`src/hw/rtl/smr_pkg.sv`:
```
// Shared types and codes for the stack with middle removal.
`timescale 1ns / 1ps
`default_nettype none

package smr_pkg;

    localparam int WORD_W    = 32;
    localparam int POS_W     = 5;
    localparam int FUNC_W    = 3;
    localparam int STAT_W    = 2;
    localparam int CNT_OUT_W = 6;
    localparam int POS_SPAN  = 1 << POS_W;

    // request codes
    localparam logic [FUNC_W-1:0] FN_PUSH    = 3'd0;
    localparam logic [FUNC_W-1:0] FN_POP     = 3'd1;
    localparam logic [FUNC_W-1:0] FN_REM_POS = 3'd2;
    localparam logic [FUNC_W-1:0] FN_REM_KEY = 3'd3;
    localparam logic [FUNC_W-1:0] FN_CLEAR   = 3'd4;

    // result status codes
    localparam logic [STAT_W-1:0] ST_OK    = 2'd0;
    localparam logic [STAT_W-1:0] ST_FULL  = 2'd1;
    localparam logic [STAT_W-1:0] ST_EMPTY = 2'd2;
    localparam logic [STAT_W-1:0] ST_MISS  = 2'd3;

    // per-cell data moves
    localparam logic [1:0] CELL_HOLD = 2'd0;
    localparam logic [1:0] CELL_PUSH = 2'd1; // take word from the cell above
    localparam logic [1:0] CELL_POP  = 2'd2; // take word from the cell below
    localparam logic [1:0] CELL_TAKE = 2'd3; // take from below where the token has hit

    typedef struct packed {
        logic [1:0]        op;
        logic              walk;   // advance the search token one cell
        logic              by_key; // 1: match on key, 0: match on position
        logic [WORD_W-1:0] key;
        logic [POS_W-1:0]  pos;
    } t_cell_ctl;

endpackage

`default_nettype wire

```
`src/hw/rtl/stack_with_middle_removal.sv`:
```
// Top level: bounded LIFO stack with removal from the middle, built as a row of slots.
//
// Usage:
//   Requests enter on the slave stream (s_axis). tuser carries the operation code,
//   tdata carries the value and the position. Each request gives exactly one result
//   on the master stream (m_axis): tuser is the status, tdata the removed word and
//   the entry count after the request.
//   Slot 0 of the row is the top of the stack. Push shifts every slot down by one,
//   pop shifts every slot up by one; both, as well as clear and rejected requests,
//   finish in the accept cycle, so the result shows on the next cycle and, while the
//   receiver takes results, a new request may follow every cycle.
//   Removal by position or by value sends a search token down the row, one slot per
//   cycle. The row is DEPTH slots long; after the token has crossed it and the output
//   register is free, the result is loaded, and along with it the slots at and below
//   the first match move up by one together.
//   The result sits in an output register. While the receiver stalls, the result
//   holds and no further request is taken; a request is taken as soon as the
//   pending result leaves in the same cycle.
//   Reset (synchronous, active low) empties the stack and drops a pending result.
//   Slot words are not cleared; slots beyond the count are never looked at.
`timescale 1ns / 1ps
`default_nettype none

module stack_with_middle_removal
    import smr_pkg::*;
#(
    parameter int DEPTH = 32
) (
    input  wire logic        i_clk,
    input  wire logic        i_rst_n,
    input  wire logic        s_axis_tvalid,
    output logic             s_axis_tready,
    input  wire logic [39:0] s_axis_tdata,   // [31:0] value, [36:32] position, rest zero
    input  wire logic [2:0]  s_axis_tuser,   // [2:0] func
    output logic             m_axis_tvalid,
    input  wire logic        m_axis_tready,
    output logic      [39:0] m_axis_tdata,   // [31:0] removed_value, [37:32] count
    output logic      [1:0]  m_axis_tuser    // [1:0] status
);

    localparam int CNTW  = $clog2(DEPTH + 1);
    localparam int IDXW  = $clog2(DEPTH);
    localparam int EXT_W = (CNTW > CNT_OUT_W) ? CNTW : CNT_OUT_W;

    localparam logic [1:0] S_IDLE = 2'd0;
    localparam logic [1:0] S_WALK = 2'd1;
    localparam logic [1:0] S_DONE = 2'd2;

    logic [1:0]        r_state,   n_state;
    logic [CNTW-1:0]   r_count,   n_count;
    logic [IDXW-1:0]   r_walk,    n_walk;
    logic              r_by_key,  n_by_key;
    logic [WORD_W-1:0] r_key,     n_key;
    logic [POS_W-1:0]  r_pos,     n_pos;
    logic              r_out_vld, n_out_vld;
    logic [STAT_W-1:0] r_status,  n_status;
    logic [WORD_W-1:0] r_removed, n_removed;

    logic              out_free;
    logic              in_xfer;
    logic              load_result;
    logic              is_full;
    logic              is_empty;
    logic [FUNC_W-1:0] in_func;
    logic [WORD_W-1:0] in_value;
    logic [POS_W-1:0]  in_pos;
    logic [EXT_W-1:0]  count_ext;
    t_cell_ctl         ctl;

    logic [WORD_W-1:0] slot_data [DEPTH];
    logic              tok_hit   [DEPTH];
    logic [WORD_W-1:0] tok_val   [DEPTH];

    assign in_func  = s_axis_tuser;
    assign in_value = s_axis_tdata[WORD_W-1:0];
    assign in_pos   = s_axis_tdata[WORD_W +: POS_W];

    assign out_free      = !r_out_vld || m_axis_tready;
    assign s_axis_tready = (r_state == S_IDLE) && out_free;
    assign in_xfer       = s_axis_tvalid && s_axis_tready;
    assign is_full       = (r_count == CNTW'(DEPTH));
    assign is_empty      = (r_count == '0);

    // request decode and sequencing
    always_comb begin
        n_state     = r_state;
        n_count     = r_count;
        n_walk      = r_walk;
        n_by_key    = r_by_key;
        n_key       = r_key;
        n_pos       = r_pos;
        n_status    = r_status;
        n_removed   = r_removed;
        load_result = 1'b0;
        ctl.op      = CELL_HOLD;
        ctl.walk    = (r_state == S_WALK);
        ctl.by_key  = r_by_key;
        ctl.key     = r_key;
        ctl.pos     = r_pos;

        unique case (r_state)
            S_IDLE: begin
                if (in_xfer) begin
                    load_result = 1'b1;
                    n_status    = ST_OK;
                    n_removed   = '0;
                    unique case (in_func)
                        FN_PUSH: begin
                            if (is_full) begin
                                n_status = ST_FULL;
                            end else begin
                                ctl.op  = CELL_PUSH;
                                n_count = r_count + 1'b1;
                            end
                        end
                        FN_POP: begin
                            if (is_empty) begin
                                n_status = ST_EMPTY;
                            end else begin
                                ctl.op    = CELL_POP;
                                n_removed = slot_data[0];
                                n_count   = r_count - 1'b1;
                            end
                        end
                        FN_REM_POS, FN_REM_KEY: begin
                            if (is_empty) begin
                                n_status = ST_EMPTY;
                            end else begin
                                // result comes after the token has crossed the row
                                load_result = 1'b0;
                                n_by_key    = (in_func == FN_REM_KEY);
                                n_key       = in_value;
                                n_pos       = in_pos;
                                n_walk      = '0;
                                n_state     = S_WALK;
                            end
                        end
                        FN_CLEAR: begin
                            n_count = '0;
                        end
                        default: begin
                            n_status = ST_MISS;
                        end
                    endcase
                end
            end
            S_WALK: begin
                n_walk = r_walk + 1'b1;
                if (r_walk == IDXW'(DEPTH - 1)) begin
                    n_state = S_DONE;
                end
            end
            S_DONE: begin
                if (out_free) begin
                    load_result = 1'b1;
                    n_state     = S_IDLE;
                    if (tok_hit[DEPTH-1]) begin
                        ctl.op    = CELL_TAKE;
                        n_status  = ST_OK;
                        n_removed = tok_val[DEPTH-1];
                        n_count   = r_count - 1'b1;
                    end else begin
                        n_status  = ST_MISS;
                        n_removed = '0;
                    end
                end
            end
            default: begin
                n_state = S_IDLE;
            end
        endcase

        if (load_result) begin
            n_out_vld = 1'b1;
        end else if (m_axis_tready) begin
            n_out_vld = 1'b0;
        end else begin
            n_out_vld = r_out_vld;
        end
    end

    always_ff @(posedge i_clk) begin
        if (!i_rst_n) begin
            r_state   <= S_IDLE;
            r_count   <= '0;
            r_out_vld <= 1'b0;
        end else begin
            r_state   <= n_state;
            r_count   <= n_count;
            r_out_vld <= n_out_vld;
        end
    end

    always_ff @(posedge i_clk) begin
        r_walk    <= n_walk;
        r_by_key  <= n_by_key;
        r_key     <= n_key;
        r_pos     <= n_pos;
        r_status  <= n_status;
        r_removed <= n_removed;
    end

    // the row of slots; slot 0 is the top
    for (genvar k = 0; k < DEPTH; k++) begin : g_slot
        logic [WORD_W-1:0] above_data;
        logic [WORD_W-1:0] below_data;
        logic              up_hit;
        logic [WORD_W-1:0] up_val;

        if (k == 0) begin : g_top
            assign above_data = in_value;
            assign up_hit     = 1'b0;
            assign up_val     = '0;
        end else begin : g_inner
            assign above_data = slot_data[k-1];
            assign up_hit     = tok_hit[k-1];
            assign up_val     = tok_val[k-1];
        end

        if (k == DEPTH - 1) begin : g_bottom
            assign below_data = slot_data[k];
        end else begin : g_upper
            assign below_data = slot_data[k+1];
        end

        smr_cell #(
            .CNTW (CNTW),
            .IDX  (k)
        ) u_cell (
            .i_clk        (i_clk),
            .i_ctl        (ctl),
            .i_count      (r_count),
            .i_above_data (above_data),
            .i_below_data (below_data),
            .i_tok_hit    (up_hit),
            .i_tok_val    (up_val),
            .o_data       (slot_data[k]),
            .o_tok_hit    (tok_hit[k]),
            .o_tok_val    (tok_val[k])
        );
    end

    // count field carries the low bits of the entry count
    assign count_ext = EXT_W'(r_count);

    assign m_axis_tvalid = r_out_vld;
    assign m_axis_tuser  = r_status;
    assign m_axis_tdata  = {2'b00, count_ext[CNT_OUT_W-1:0], r_removed};

endmodule

`default_nettype wire

```
`src/hw/rtl/smr_cell.sv`:
```
// One stack slot: holds a word and forwards the search token to the next slot.
`timescale 1ns / 1ps
`default_nettype none

module smr_cell
    import smr_pkg::*;
#(
    parameter int CNTW = 6,
    parameter int IDX  = 0
) (
    input  wire logic              i_clk,
    input  wire t_cell_ctl         i_ctl,
    input  wire logic [CNTW-1:0]   i_count,
    input  wire logic [WORD_W-1:0] i_above_data,
    input  wire logic [WORD_W-1:0] i_below_data,
    input  wire logic              i_tok_hit,
    input  wire logic [WORD_W-1:0] i_tok_val,
    output logic      [WORD_W-1:0] o_data,
    output logic                   o_tok_hit,
    output logic      [WORD_W-1:0] o_tok_val
);

    localparam bit POS_REACH = (IDX < POS_SPAN);

    logic [WORD_W-1:0] r_data;
    logic              r_tok_hit;
    logic [WORD_W-1:0] r_tok_val;
    logic              slot_valid;
    logic              pos_match;
    logic              mark;

    assign slot_valid = CNTW'(IDX) < i_count;
    assign pos_match  = POS_REACH && (i_ctl.pos == POS_W'(IDX));
    assign mark       = slot_valid && (i_ctl.by_key ? (r_data == i_ctl.key) : pos_match);

    // token: hit = some slot at or above this one matched; val = first match word
    always_ff @(posedge i_clk) begin
        if (i_ctl.walk) begin
            r_tok_hit <= i_tok_hit | mark;
            r_tok_val <= i_tok_hit ? i_tok_val : r_data;
        end
    end

    always_ff @(posedge i_clk) begin
        unique case (i_ctl.op)
            CELL_PUSH: r_data <= i_above_data;
            CELL_POP:  r_data <= i_below_data;
            CELL_TAKE: if (r_tok_hit) r_data <= i_below_data;
            default:   r_data <= r_data;
        endcase
    end

    assign o_data    = r_data;
    assign o_tok_hit = r_tok_hit;
    assign o_tok_val = r_tok_val;

endmodule

`default_nettype wire

```
`config.mk`:
```
export PLATFORM = sky130hd
export DESIGN_NAME = stack_with_middle_removal
export DESIGN_NICKNAME = d
export VERILOG_FILES = /design/src/hw/rtl/smr_pkg.sv /design/src/hw/rtl/stack_with_middle_removal.sv /design/src/hw/rtl/smr_cell.sv
export SDC_FILE = /design/constraint.sdc
export NUM_CORES = 2
export LEC_CHECK = 0
export BUFFER_PORTS_ARGS = -buffer_cell sky130_fd_sc_hd__buf_2
export CORE_MARGIN = 2
export CORE_UTILIZATION = 35
export CTS_CLUSTER_SIZE = 25
export DETAILED_ROUTE_END_ITERATION = 8
export GPL_TIMING_DRIVEN = 0
export PLACE_DENSITY = 0.48
export SLEW_MARGIN = 15
export SYNTH_ARGS = -nofsm -noshare
export SYNTH_HDL_FRONTEND = slang
export SYNTH_SLANG_ARGS = --single-unit
```
`constraint.sdc`:
```
create_clock -name i_clk -period 62.2 [get_ports i_clk]
set_input_delay 3.11 -clock i_clk [delete_from_list [all_inputs] [get_ports i_clk]]
set_output_delay 3.11 -clock i_clk [all_outputs]
set_load 0.005 [all_outputs]
```
==> metrics.txt <==
outcome=complete, no violations; Core ar.=290800 µm²; Syn Std Cell Area=102400 µm²; pwr dens=27.95 nW/µm²; post-route insts no fill=10780; Antenna Nets Post-Route=0; clock slew at reported path FFs=0.06 ns; Vias/cell=5.750; Post-Synthesis Cells=6287; final count of negative-setup-slack endpoints=0; Clock Skews=0.06087 ns; drt initial violations=9337; die span in y=544.8 µm; Slew Limit Fails=0; first-pass GRT wire length=579900 µm; synth warn=0; drt drc=0; CTS resizes=0; Synth Flop Type=edfxtp_1; Via Count=61970; hold crit path type=flop to flop; DRT Pass-1 Iters=6; Final HPWL DP=320300 µm; vias in the first global route=60090; period utilization=0.1189; RSZ-0062 raised after global routing=false; mux cell area share after synthesis=0.2184; register share of total power=0.517; xor/xnor share of the synthesized area=0.08788; IO buf count=83; crit end category=output pin; Total GRT Usage=0.2932; Crit Path Category=primary input to output pin; setup slack after layout=54.80 ns; Layout area overhead=14.34%; dpl ws=54.81 ns; Rel. slew slack=0.1271; Req. time, crit path=59.09 ns; Die W=544.8 µm; Critical Path AT=4.29 ns; r2r setup slk=56.80 ns; postcts setup bufs=0; number of buffers inserted by hold repair at cts=0; Synth cell types=61; Root Buffer=clkbuf_16; Sw Ratio=0.2365; io pins=91; part of the power in the clock network=0.432; fmax=135.2 MHz; net switching power=773.7 µW; Synth Area in Compound Gates=0.01153; antenna violations before repair=31; total negative slack=0 ns; grt total ovfl=0; Initial Util=0.3519; Synth Area in Simple Gates=0.02782; critical-path maximum fanout=6; measured slew at the worst slew-check pin=1.309 ns; area post-placement=109600 µm²; Final #Nets=6739; Inserted Clock Buffers=244; commonest cells after routing, fill and taps aside=edfxtp_1, mux2_2, xor2_1; post-route minimum period=7.395 ns; crit start category=primary input; CTS tree=yes; combinational power share=0.051; CTS max path bufs=4; H-tree depth=4; clock sinks=2166; Seq cells post-synth=2166; Lkg Pwr=37.94 nW; final hold viol count=0; Async SR Flop Fraction=0; Internal=2.498 mW; share of post-route cells with drive strength above 1=0.3981; Synth Area in Adders=0.0009779; final wirelength=443200 µm; Die ar.=296800 µm²; largest net degree at the start of global routing=112; Max VDD drop=0.02321 mV; worst skew pair latency=0.95 ns; finished layout cell area=117000 µm²; num rows=198; dpl cells=10340; Post-synth EDFFs=2157; Seq/Total Area, Yosys=0.6346; WL per Instance=41.12 µm; most common cell after layout, fill and taps aside=edfxtp_1; syn_area_per_cell=16.28 µm²; main combinational cell family by area after synthesis=multiplexers; Max Cap Viol=0; RePlAce Congestion=0.9444
-- Yosys cell counts, drive strengths merged (3+ instances only) --
cell type	instances	area share
o2111ai	3	0.00026
nand3	41	0.0020
or4	6	0.00044
nor2	22	0.00081
dfxtp	9	0.0018
ha	8	0.00098
nand2	31	0.0011
edfxtp	2157	0.63
clkbuf	166	0.0061
or3b	3	0.00028
o31ai	7	0.00051
xnor2	461	0.039
nor3b	9	0.00066
or2	4	0.00024
and3b	3	0.00026
mux2	1984	0.22
a211oi	3	0.00022
o21a	3	0.00022
o211ai	10	0.00073
and2	4	0.00024
xor2	566	0.048
or3	4	0.00024
a31oi	15	0.00092
a21o	3	0.00022
a311o	3	0.00029
nor2b	4	0.00024
nand4	145	0.0089
buf	238	0.011
a22o	33	0.0028
o21ai	29	0.0015
inv	37	0.0014
nor3	43	0.0021
nand2b	13	0.00079
nor4	151	0.0092
a21oi	49	0.0024
-- metal layers --
metal / vias to the layer above / global-route usage / wire, µm
met5: - / 0 / 29
met4: 6 / 0.1103 / 19470
met3: 638 / 0.05761 / 36830
met2: 3226 / 0.4499 / 197400
met1: 33260 / 0.4092 / 189500
li1: 24840 / - / -
-- worst paths after layout --
| check | startpoint | to | cells after the start |
|---|---|---|---|
| max | m_axis_tready | s_axis_tready | 4 |
| min | g_slot[30].u_cell.o_data[27]$_DFFE_PP_ | g_slot[31].u_cell.o_data[27]$_DFFE_PN_ | 0 |
| max reg2reg | count_ext[1]$_SDFFE_PN0P_ | g_slot[6].u_cell.o_data[6]$_DFFE_PP_ | 16 |
| min reg2reg | g_slot[30].u_cell.o_data[27]$_DFFE_PP_ | g_slot[31].u_cell.o_data[27]$_DFFE_PN_ | 0 |
-- cells by family (layout without fill, tap and decap cells) --
| logic type | count (synthesis) | in the layout |
|---|---|---|
| AND/OR/NAND/NOR | 487 | 487 |
| buffers and inverters | 441 | 1025 |
| adder cells (fa/ha/maj) | 8 | 8 |
| flip-flops | 2166 | 2166 |
| multiplexers | 1985 | 1985 |
| AO/OA/AOI/OAI | 172 | 172 |
| other | 1 | 8 |
| XOR/XNOR | 1027 | 1027 |
-- flip-flops by register name, indices dropped and copies added (netlist names) --
register and count:
count_ext 6, g_slot.u_cell.o_data 1024, g_slot.u_cell.o_tok_hit 32, g_slot.u_cell.o_tok_val 1024, m_axis_tuser 2, m_axis_tvalid 1
r_by_key 1, r_key 32, r_pos 5, r_removed 32, r_state 2, r_walk 5
-- critical path, stage by stage --
cell and delay, ns:
buf_2 0.10, nor2b_1 0.82, nor3_1 0.08, buf_2 0.17
-- power by group through the flow --
| stage | clock, mW | sequential [mW] | combinational [mW] |
|---|---|---|---|
| floorplan | 0 | 1.71 | 0.0969 |
| global placement | 0 | 1.76 | 0.152 |
| detailed placement | 0 | 1.72 | 0.164 |
| CTS | 1.43 | 1.69 | 0.165 |
| global route | 1.48 | 1.69 | 0.173 |
| finish | 1.41 | 1.69 | 0.167 |
-- per-stage QoR --
step	power, mW	hold slack, ns	util
global route	3.342	0.5428	0.4023
floorplan	1.808	0.4854	-
finish	3.271	0.5355	0.4024
detailed placement	1.883	0.5099	0.3767
CTS	3.279	0.5226	0.4023
global placement	1.907	0.5090	0.3701
-- layout make-up --
| type | count | area [µm²] |
|---|---|---|
| fillers | 26970 | 173800 |
| flip-flops and latches | 2166 | 64950 |
| multi-input cells | 3681 | 35870 |
| clock buffers | 303 | 6441 |
| well taps | 3900 | 4880 |
| repair buffers | 150 | 1883 |
| plain buffers | 404 | 1823 |
| clock inverters | 131 | 1012 |
| inverters | 37 | 146.4 |
| diodes | 6 | 15.01 |
Note: power is estimated with default switching activity, not from simulation.
